File: config.mk
export PLATFORM = sky130hd
export DESIGN_NAME = sthpm_merge_flat
export DESIGN_NICKNAME = d
export VERILOG_FILES = /design/src/sthpm_pkg.sv /design/src/sthpm_ifs.sv /design/src/sthpm_merge.sv /design/src/flat_wrapper.sv
export VERILOG_INCLUDE_DIRS = /design/src /design/src/src
export SDC_FILE = /design/constraint.sdc
export NUM_CORES = 1
export LEC_CHECK = 0
export ABC_CLOCK_PERIOD_IN_PS = 5750
export BUFFER_PORTS_ARGS = -buffer_cell sky130_fd_sc_hd__buf_2
export CORE_ASPECT_RATIO = 1.5
export CORE_MARGIN = 10
export CORE_UTILIZATION = 46
export DETAILED_ROUTE_END_ITERATION = 10
export PLACE_DENSITY = 0.58
export SYNTH_ARGS = -nofsm -noshare
export SYNTH_HDL_FRONTEND = slang
export SYNTH_SLANG_ARGS = --single-unit
File: constraint.sdc
create_clock -name clk -period 5.75 [get_ports clk]
set_clock_uncertainty 0.1 [all_clocks]
set_input_delay 0.575 -clock clk [delete_from_list [all_inputs] [get_ports clk]]
set_output_delay 0.575 -clock clk [all_outputs]
set_load 0.005 [all_outputs]
File: src/stereo_hop_peak_meter_assert.svh
// assertion macros for the stereo hop peak meter
// used by sthpm_merge and the top level under src; needs no other file
`ifndef STEREO_HOP_PEAK_METER_ASSERT_SVH
`define STEREO_HOP_PEAK_METER_ASSERT_SVH

// same-cycle implication, disabled while reset is active
`define STHPM_ASSERT_NOW(label, clk, rst_n, ante, cons, msg) \
    label: assert property (@(posedge clk) disable iff (!rst_n) (ante) |-> (cons)) \
        else $error(msg);

// next-cycle implication, disabled while reset is active
`define STHPM_ASSERT_NEXT(label, clk, rst_n, ante, cons, msg) \
    label: assert property (@(posedge clk) disable iff (!rst_n) (ante) |=> (cons)) \
        else $error(msg);

`endif

File: src/sthpm_pkg.sv
// shared constants, types and helper functions of the stereo hop peak meter
// no dependencies; every other file but the assertion header imports it
`default_nettype none

package sthpm_pkg;

    // sample and counter sizes
    localparam int SAMPLE_BITS    = 24;
    localparam int HOP_COUNT_BITS = 16;
    localparam int HOP_LEN_BITS   = 16;
    localparam int DB_BITS        = 17;

    // configuration port
    localparam int CFG_IDX_BITS = 2;
    localparam logic [CFG_IDX_BITS-1:0] CFG_HOP_LENGTH = CFG_IDX_BITS'(0);
    localparam logic [CFG_IDX_BITS-1:0] CFG_MONO_MODE  = CFG_IDX_BITS'(1);
    localparam logic [HOP_LEN_BITS-1:0] HOP_LENGTH_RESET = HOP_LEN_BITS'(512);

    // level conversion
    localparam int LOG_FRAC_BITS = 24;
    localparam int MANT_BITS     = 32;
    localparam int SH_BITS       = $clog2(MANT_BITS);
    localparam int E_BITS        = $clog2(SAMPLE_BITS);
    localparam int LG_W          = E_BITS + LOG_FRAC_BITS + 1;
    localparam int SCALE_BITS    = 31;
    localparam int PROD_W        = LG_W - 1 + SCALE_BITS;
    localparam int DB_SHIFT      = 44;
    localparam longint FULL_SCALE_VAL = longint'(1) << (SAMPLE_BITS - 2);
    localparam longint SILENT_VAL     = FULL_SCALE_VAL / 10000000;
    localparam logic [SAMPLE_BITS-1:0] FULL_SCALE = SAMPLE_BITS'(FULL_SCALE_VAL);
    localparam logic [SAMPLE_BITS-1:0] SILENT_MAX = SAMPLE_BITS'(SILENT_VAL);
    localparam logic [SCALE_BITS-1:0]  DB_SCALE   = SCALE_BITS'(1616142483);
    localparam logic signed [DB_BITS-1:0] DB_SILENT = -DB_BITS'(25600);

    // result queue
    localparam int OUT_DEPTH = 32;
    localparam int PTR_BITS  = $clog2(OUT_DEPTH);
    localparam int CNT_BITS  = $clog2(OUT_DEPTH + 1);

    typedef logic signed [SAMPLE_BITS-1:0] sample_t;
    typedef logic [SAMPLE_BITS-1:0]        mag_t;
    typedef logic signed [DB_BITS-1:0]     db_t;

    // per-item control from the hop counter to both lanes
    typedef struct packed {
        logic take;
        logic hop_end;
    } lane_ctrl_t;

    // per-lane result into the merge stage
    typedef struct packed {
        logic valid;
        db_t  db;
        logic clip;
    } lane_res_t;

    // one queued result item
    typedef struct packed {
        db_t  left_db;
        db_t  right_db;
        logic left_clip;
        logic right_clip;
    } out_item_t;

    // position of the leading one, zero for zero
    function automatic logic [E_BITS-1:0] lead_one(input mag_t m);
        logic [E_BITS-1:0] e;
        e = '0;
        for (int i = 0; i < SAMPLE_BITS; i++) begin
            if (m[i])
            begin
                e = E_BITS'(i);
            end
        end
        return e;
    endfunction

endpackage

`default_nettype wire

File: src/sthpm_ifs.sv
// channel interfaces of the stereo hop peak meter: samples, results, configuration
// depends on sthpm_pkg
`default_nettype none


interface sthpm_out_if;
    import sthpm_pkg::*;
    logic valid;
    logic ready;
    db_t  left_peak_db;
    db_t  right_peak_db;
    logic left_clip;
    logic right_clip;
    modport source (output valid, left_peak_db, right_peak_db, left_clip, right_clip,
                    input ready);
    modport sink (input valid, left_peak_db, right_peak_db, left_clip, right_clip,
                  output ready);
endinterface


`default_nettype wire

File: src/sthpm_merge.sv
// merge stage: pairs the two lane results into one item and queues it for output
// depends on sthpm_pkg, sthpm_ifs and the assertion header
`default_nettype none
`include "stereo_hop_peak_meter_assert.svh"

module sthpm_merge (
    input  wire logic                 clk,
    input  wire logic                 rst_n,
    input  wire sthpm_pkg::lane_res_t left_res,
    input  wire sthpm_pkg::lane_res_t right_res,
    sthpm_out_if.source               results
);
    import sthpm_pkg::*;

    out_item_t           mem [OUT_DEPTH];
    logic [PTR_BITS-1:0] wr_ptr_reg;
    logic [PTR_BITS-1:0] rd_ptr_reg;
    logic [CNT_BITS-1:0] count_reg;
    logic [CNT_BITS-1:0] count_next;

    logic push;
    logic pop;
    assign push = left_res.valid;
    assign pop  = results.valid && results.ready;

    always_comb
    begin
        count_next = count_reg;
        if (push && !pop)
        begin
            count_next = count_reg + CNT_BITS'(1);
        end
        else if (pop && !push)
        begin
            count_next = count_reg - CNT_BITS'(1);
        end
    end

    // queue pointers and fill level
    always_ff @(posedge clk or negedge rst_n)
    begin
        if (!rst_n)
        begin
            wr_ptr_reg <= '0;
            rd_ptr_reg <= '0;
            count_reg  <= '0;
        end
        else
        begin
            if (push)
            begin
                wr_ptr_reg <= wr_ptr_reg + PTR_BITS'(1);
            end
            if (pop)
            begin
                rd_ptr_reg <= rd_ptr_reg + PTR_BITS'(1);
            end
            count_reg <= count_next;
        end
    end

    // queue storage
    always_ff @(posedge clk)
    begin
        if (push)
        begin
            mem[wr_ptr_reg] <= '{left_db: left_res.db, right_db: right_res.db,
                                 left_clip: left_res.clip, right_clip: right_res.clip};
        end
    end

    // head of the queue drives the result channel
    out_item_t head;
    assign head                  = mem[rd_ptr_reg];
    assign results.valid         = (count_reg != '0);
    assign results.left_peak_db  = head.left_db;
    assign results.right_peak_db = head.right_db;
    assign results.left_clip     = head.left_clip;
    assign results.right_clip    = head.right_clip;

    `STHPM_ASSERT_NOW(a_lanes_aligned, clk, rst_n, 1'b1, left_res.valid == right_res.valid, "lane results out of step")
    `STHPM_ASSERT_NOW(a_no_overflow, clk, rst_n, push, (count_reg != CNT_BITS'(OUT_DEPTH)) || pop, "result queue overflow")
    `STHPM_ASSERT_NEXT(a_count_tracks, clk, rst_n, push && !pop, count_reg == $past(count_reg) + CNT_BITS'(1), "queue fill level lost a push")

endmodule

`default_nettype wire

File: src/flat_wrapper.sv
// flat-port wrapper written by rule: the top's interface ports become plain ports
module sthpm_merge_flat import sthpm_pkg::*;
  (clk, rst_n, left_res, right_res, results_valid, results_left_peak_db, results_right_peak_db, results_left_clip, results_right_clip, results_ready);
  sthpm_out_if results_i ();
  input  wire logic clk;
  input  wire logic rst_n;
  input  wire sthpm_pkg::lane_res_t left_res;
  input  wire sthpm_pkg::lane_res_t right_res;
  output wire logic [$bits(results_i.valid)-1:0] results_valid;
  output wire logic [$bits(results_i.left_peak_db)-1:0] results_left_peak_db;
  output wire logic [$bits(results_i.right_peak_db)-1:0] results_right_peak_db;
  output wire logic [$bits(results_i.left_clip)-1:0] results_left_clip;
  output wire logic [$bits(results_i.right_clip)-1:0] results_right_clip;
  input wire logic [$bits(results_i.ready)-1:0] results_ready;
  assign results_valid = results_i.valid;
  assign results_left_peak_db = results_i.left_peak_db;
  assign results_right_peak_db = results_i.right_peak_db;
  assign results_left_clip = results_i.left_clip;
  assign results_right_clip = results_i.right_clip;
  assign results_i.ready = results_ready;
  sthpm_merge u_core (.clk(clk), .rst_n(rst_n), .left_res(left_res), .right_res(right_res), .results(results_i));
endmodule
Word level (Yosys, flattened, before mapping)
Memories as Yosys holds them, arrays and structs flattened.
Index checks and enable logic that the tools add are counted.

storage, ports and cells
  flip-flop bits (word level) = 16
  RAM bits = 1152
  input bits = 41
  output and inout port bits = 37
  logic and storage cells = 19
  memories = 1

memories
  name        depth  width  rd ports  clocked after memory_dff  wr ports  RTL line           source
  u_core.mem  32     36     1         0                         1         sthpm_merge.sv:15  out_item_t mem [OUT_DEPTH];

operators by class
  add/subtract/negate cells = 4
  mux-type cells = 4
  reduce and logical (&&, ||, !) cells = 7

operator list
  operator               number
  $mux W6                2
  $add A5 B1 Y5 const B  2
  $add A6 B1 Y6 const B  1
  $reduce_bool A6 Y1     1
  $sub A6 B1 Y6 const B  1
  $logic_and A1 B1 Y1    3
  $logic_not A1 Y1       2
  $mux W1                2
  $reduce_bool A2 Y1     1

Depth between registers and ports, before layout
Gate-level depths: netlist of the first run.

  depth after elaboration = 5
  depth in mapped cells = 10
  depth with buffers taken out = 10

Least setup slack after synthesis of the first run
No wires, ideal clock.

  kind = input to register
  from = in left_res[18] (netlist name)
  to = mem u_core.mem[3][0] (netlist name) (enable)
  library setup time = 0.474 ns
  arrival time = 3.713 ns
  data required time = 5.176 ns
  slack = 1.463 ns
  stages on the path = 4
  buffers on the path = 1
  path through = clkbuf_1 > nand2_1 > or2_2 > nor3_1

on the way
  longest elaborated chain between the ends = 2

RTL lines
  what                           RTL line           source
  from (decl)                    flat_wrapper.sv:7  input wire sthpm_pkg::lane_res_t left_res;
  $mux W1                        sthpm_merge.sv:65  if (push)
  $mux W1 (not written as such)  sthpm_merge.sv:67  mem[wr_ptr_reg] <= '{left_db: left_res.db, right_db: right_res.db,
  to (decl)                      sthpm_merge.sv:15

No other way between the ends.

Worst setup path after layout of the first run
  from = reg u_core.rd_ptr_reg[1]
  to = out results_left_peak_db[7]

on the way
  longest elaborated chain between the ends = 1

RTL lines
  what                    RTL line            source
  from (decl)             sthpm_merge.sv:17   logic [PTR_BITS-1:0] rd_ptr_reg;
  from (signal assigned)  sthpm_merge.sv:56   rd_ptr_reg <= rd_ptr_reg + PTR_BITS'(1);
  $mem_v2 Z32 W36         n/a
  to (decl)               flat_wrapper.sv:10  output wire logic [$bits(results_i.left_peak_db)-1:0] results_left_peak_db;

No other way between the ends.

==> flow_summary.ini, run 1 <==
[run_status]
status = finished clean

[detailed_routing]
wl_per_cell_microns = 31.6
ant_nets = 0
drt_iter0_drc = 2240
drc = 0
detailroute.via_count = 21234
finalWirelength_microns = 111000
drt_first_pass_iters = 5
vias_per_cell = 6.06

[logic_synthesis]
syn_nets = 2067
yosys_most_used_dff = edfxtp_1
synthTopCellsByArea = edfxtp_1, mux4_2, mux2i_1, a211oi_1, dfrtp_1
synth_common_cells = edfxtp_1, mux4_2, mux2i_1, a211oi_1, clkbuf_1
yosysMostFrequentCell = edfxtp_1
synth_area_sq_um = 44400
synth_seq_cells = 1168
synth_cell_types = 39
synth-seq-area-share_pct = 78.8
async_reset_ff_share_pct = 1.37
ys_warn_count = 0
syn_inst = 2015
yosysTopAreaCell = edfxtp_1
synth_edf_count = 1152
synth_top_area_share_pct = 77.9
syn_area_per_cell_sq_um = 22.0

[grt]
antenna_found_initial = 3
grt_start_max_net_pins = 60
grtUsageTotal_pct = 20.2
grt_pass1_vias = 22348
grt_pass1_wl_microns = 159000
overflow = 0

[cts]
post-cts-setup-buffers = 0
clk_pin_slew_worst_paths_ns = 0.06
clock_sinks = 1168
numCtsBuffers = 105
clockBufferDepth = 3
insertion_delay_ns = 0.70
htreeDepth = 3
cts_tree = built
cts_root_buf = clkbuf_16

[setup_path]
path_class = reg2out
critPathCapture = results_left_peak_db[7]
end_kind = output port
timing.rr.end = u_core.mem[23][10]$_DFFE_PP_
crit_chain = buf_4 > mux4_2 > a22o_1 > a211oi_1 > a21oi_1 > buf_2
critPathLaunchType = register
critical_path_required_ns = 5.08
reg2reg_depth = 3
worst_ep_arrival_time_ns = 3.92
crit_path_start = u_core.rd_ptr_reg[1]$_DFFE_PN0P_
slowest_stage = dfrtp_4
worstReg2RegStart = u_core.wr_ptr_reg[2]$_DFFE_PN0P_
cp_max_fo = 48
max_stage_delay_ns = 1.08
reg2reg_setup_slack_ns = 2.52

[sta]
fmax_mhz = 218
finalMaxSlewViolations = 0
slew-limit-headroom_pct = 19.6
setup_violations = 0
timing.final.crit_share_pct = 80.0
worstMarginPinSlew_ns = 1.20
rsz0062_at_grt = no
fin_tns_setup_ns = 0
fin_crit_ns = 4.60
hold_viol_final = 0

[floorplanning]
num_rows = 139
die-area_sq_um = 110000
coreArea_sq_um = 95800
start_util_pct = 46.3
die_w_microns = 274
ios = 78
chipHeight_microns = 401

[pwr]
p_seq_share_pct = 43.8
powerDensity_nw_per_um2 = 473
clock_power_share_pct = 29.2
p_sw_mw = 7.12
sw_frac_of_total_pct = 30.0
peakVddDrop_uv = 279
internal_power_mw = 16.6
p_comb_share_pct = 27.0
p_leak_nw = 15.9

[final_layout]
layout.nets = 2205
syn_to_final_growth_pct = 12.8
insertedDiodeCount = 0
utilization_pct = 52.3
layout-drive-gt1-share_pct = 24.5
largest_reg_flops = 1152

[placed_design]
dp_hpwl_microns = 57300
io_buffers = 76
place.gp.congestion = 0.735

[hold_path]
hp-class = in2reg

[flow_run]
drv_cap = 0
[placed cells by master, fill, tap and decap left out, types with 26 or more instances in the layout]
cell / Yosys / final
a22oi_1: 36 / 36
buf_4: 11 / 63
o22ai_1: 35 / 35
buf_2: 40 / 76
clkbuf_16: 0 / 108
a22o_1: 35 / 35
mux4_2: 218 / 218
edfxtp_1: 1152 / 1152
a211oi_1: 71 / 71
clkbuf_1: 57 / 26
o221ai_1: 36 / 36
a21oi_1: 39 / 39
mux2i_1: 142 / 142
[per-stage QoR]
stage          instance area [sq um]  worst slack (ns)  hold slack [ns]  std cells  power (mW)
2_1_floorplan                  44400              1.46            0.179       2015        14.6
3_3_place_gp                   46700              1.90            0.368       3314        17.0
3_5_place_dp                   46700              1.88            0.384       3314        17.1
4_1_cts                        50100              1.08           0.0627       3506        24.0
5_1_grt                        50100              1.03            0.113       3506        24.7
6_report                       50100              1.15            0.102       3506        23.7
[logic make-up after synthesis]
kind of cell	count (synthesis)	share of synthesized area, %
flip-flops	1168	78.8
multiplexers	361	14.3
AO/OA/AOI/OAI	264	4.30
buffers and inverters	123	1.28
AND/OR/NAND/NOR	77	0.797
XOR/XNOR	11	0.217
adder cells (fa/ha/maj)	11	0.327
[layout make-up]
class                      instances  area [sq um]
multi-input combinational        724          9090
timing repair buffer             149          1040
tap                             1269          1590
sequential                      1168         35000
inverter                           5          18.8
clock buffer                     134          2800
fill                            7486         45700
clock inverter                    57           559
[what timing repair did]
item                                   CTS  global route
hold buffers                             1             0
resized for setup                        0             0
endpoints found under the hold margin   16             0
[layer usage]
metal	share of wire [%]	track usage, %	vias up
met5	0.0081	0	-
met4	1.9	4.98	2
met3	5.4	3.08	128
met2	53	35.4	622
met1	40	25.8	11625
li1	-	-	8857
[power by group through the flow]
stage	combinational, mW	sequential, mW	clock (mW)
2_1_floorplan	4.42	10.2	0
3_3_place_gp	6.47	10.5	0
3_5_place_dp	6.53	10.6	0
4_1_cts	6.55	10.4	7.04
5_1_grt	6.87	10.4	7.36
6_report	6.41	10.4	6.91
[worst min-delay path by stage]
stage / start / to / cells after the start
final: left_res[18] / u_core.wr_ptr_reg[0]$_DFFE_PN0P_ / 2
after floorplan: rst_n / u_core.count_reg[0]$_DFFE_PN0P_ / 0
after detailed placement: u_core.count_reg[5]$_DFFE_PN0P_ / u_core.count_reg[5]$_DFFE_PN0P_ / 1
after global routing: left_res[18] / u_core.wr_ptr_reg[0]$_DFFE_PN0P_ / 2
after CTS: left_res[18] / u_core.wr_ptr_reg[0]$_DFFE_PN0P_ / 2
after global placement: u_core.count_reg[5]$_DFFE_PN0P_ / u_core.count_reg[5]$_DFFE_PN0P_ / 1
[worst max-delay path: cells and delay by family (launching register included)]
family | cells | cell delay, ns
DFF | 1 | 1.08
buffers and inverters | 2 | 0.88
AOI/OAI and AO/OA | 3 | 0.78
muxes | 1 | 0.42
(Power assumes the default switching activity.)
==> run 2: changes to the inputs <==
- ABC_CLOCK_PERIOD_IN_PS: 5750 -> 4570
- clock period: 5.75 -> 4.57 ns (I/O delays scaled with it)
==> run 2 against run 1 <==
Final cell count is 0.31% higher. Sequential power is 24% higher. Register-to-register slack worse by 1.3 ns. First-iteration DRC count is 3.8% lower. Worst hold slack worse by 0.047 ns. Combinational power is 31% higher. Clock power is 28% higher. Total power is 27% higher. Clock-buffer cell count is 6 lower. Critical path type unchanged. Core utilization is 0.44 points higher. Critical path depth stayed put.
==> flow_summary.ini, run 2 (same netlist as run 1, synthesis figures left out) <==
[run_status]
status = finished clean

[sta]
finalMaxSlewViolations = 0
rsz0062_at_grt = no
slew-limit-headroom_pct = 28.6
fmax_mhz = 246
setup_violations = 0
timing.final.crit_share_pct = 89.1
worstMarginPinSlew_ns = 1.07
fin_tns_setup_ns = 0
fin_crit_ns = 4.07
hold_viol_final = 0

[floorplanning]
start_util_pct = 46.3
chipHeight_microns = 401
die_w_microns = 274
num_rows = 139
ios = 78
die-area_sq_um = 110000
coreArea_sq_um = 95800

[pwr]
p_sw_mw = 9.04
sw_frac_of_total_pct = 30.0
powerDensity_nw_per_um2 = 596
p_leak_nw = 16.0
p_comb_share_pct = 27.8
internal_power_mw = 21.1
clock_power_share_pct = 29.4
peakVddDrop_uv = 632
p_seq_share_pct = 42.8

[detailed_routing]
detailroute.via_count = 21426
vias_per_cell = 6.09
wl_per_cell_microns = 31.4
finalWirelength_microns = 110000
drc = 0
drt_iter0_drc = 2155
drt_first_pass_iters = 5
ant_nets = 0

[cts]
clockBufferDepth = 3
ctsResizeCount = 0
insertion_delay_ns = 0.71
cts_root_buf = clkbuf_16
clock_sinks = 1168
htreeDepth = 3
numCtsBuffers = 104
cts_tree = built
cts_hold_buffers = 1
post-cts-setup-buffers = 0
clk_pin_slew_worst_paths_ns = 0.06

[final_layout]
layout.nets = 2215
final_common_cell = edfxtp_1
layout-drive-gt1-share_pct = 25.1
final_cell_mix = edfxtp_1, mux4_2, mux2i_1, clkbuf_16, buf_2
largest_reg_flops = 1152
finalNonFillerCells = 3517
syn_to_final_growth_pct = 13.8

[setup_path]
path_class = reg2out
critPathLaunchType = register
cp_max_fo = 30
critical_path_required_ns = 4.01
max_stage_delay_ns = 0.88
worst_ep_arrival_time_ns = 3.51
end_kind = output port
reg2reg_setup_slack_ns = 1.24
crit_chain = buf_12 > buf_4 > mux4_2 > a211oi_1 > a21oi_1 > buf_2
slowest_stage = dfrtp_4

[placed_design]
io_buffers = 76
dp_cells = 3325
place.gp.congestion = 0.733
dp_hpwl_microns = 58400

[hold_path]
hp-class = in2reg

[grt]
overflow = 0
grt_start_max_net_pins = 106
grtUsageTotal_pct = 20.1
grt_pass1_wl_microns = 159000
grt_pass1_vias = 22616
antenna_found_initial = 5

[flow_run]
drv_cap = 0
-- run 2: layout make-up --
type,instances,area (sq um)
repair buffers,160,1390
clock buffers,128,2730
fillers,7332,45300
well taps,1269,1590
multi-input cells,724,9090
flip-flops and latches,1168,35000
inverters,5,18.8
clock inverters,62,699
diodes,1,2.50
-- run 2: path summary, 6_finish.rpt --
check,start,to,cells past startpoint
worst min-delay path,left_res[18],u_core.wr_ptr_reg[0]$_DFFE_PN0P_,2
worst min register to register,u_core.count_reg[5]$_DFFE_PN0P_,u_core.count_reg[5]$_DFFE_PN0P_,1
min in group asynchronous,rst_n,u_core.count_reg[0]$_DFFE_PN0P_,2
max in group asynchronous,rst_n,u_core.rd_ptr_reg[1]$_DFFE_PN0P_,2
worst max register to register,u_core.count_reg[0]$_DFFE_PN0P_,u_core.count_reg[5]$_DFFE_PN0P_,10
worst max-delay path,u_core.rd_ptr_reg[0]$_DFFE_PN0P_,results_left_clip,6
-- run 2: power by group through the flow --
stage,Clock [mW],Sequential [mW],Combinational [mW]
final,8.85,12.9,8.39
after global routing,9.41,13.0,8.99
after CTS,9.01,12.9,8.61
after detailed placement,0,13.1,8.58
after global placement,0,13.1,8.48
after floorplan,0,12.8,5.56
-- run 2: critical path, delay by kind of cell (launching register included) --
kind | cells | cell delay, ns
flops | 1 | 0.88
compound gates | 2 | 0.42
mux | 1 | 0.57
buf+inv | 3 | 0.84
-- run 2: stage by stage --
step	hold WS [ns]	power (mW)	worst slack (ns)	instance area [sq um]	util (%)
after detailed placement	0.327	21.7	1.20	47100	49.1
final	0.0550	30.1	0.500	50500	52.7
after global routing	0.0528	31.4	0.329	50500	52.7
after global placement	0.312	21.6	1.19	47100	49.1
after floorplan	0.0614	18.4	0.401	44400	-
after CTS	0.00797	30.5	0.419	50500	52.7
-- run 2: per-layer routing --
metal  GRT usage [%]  vias to the layer above  share of wire [%]
met3            2.73                      143                4.8
met1            25.8                    11772                 40
met4            6.16                        2                2.4
met2            35.1                      622                 53
li1                -                     8887                  -
met5               0                        -              0.010
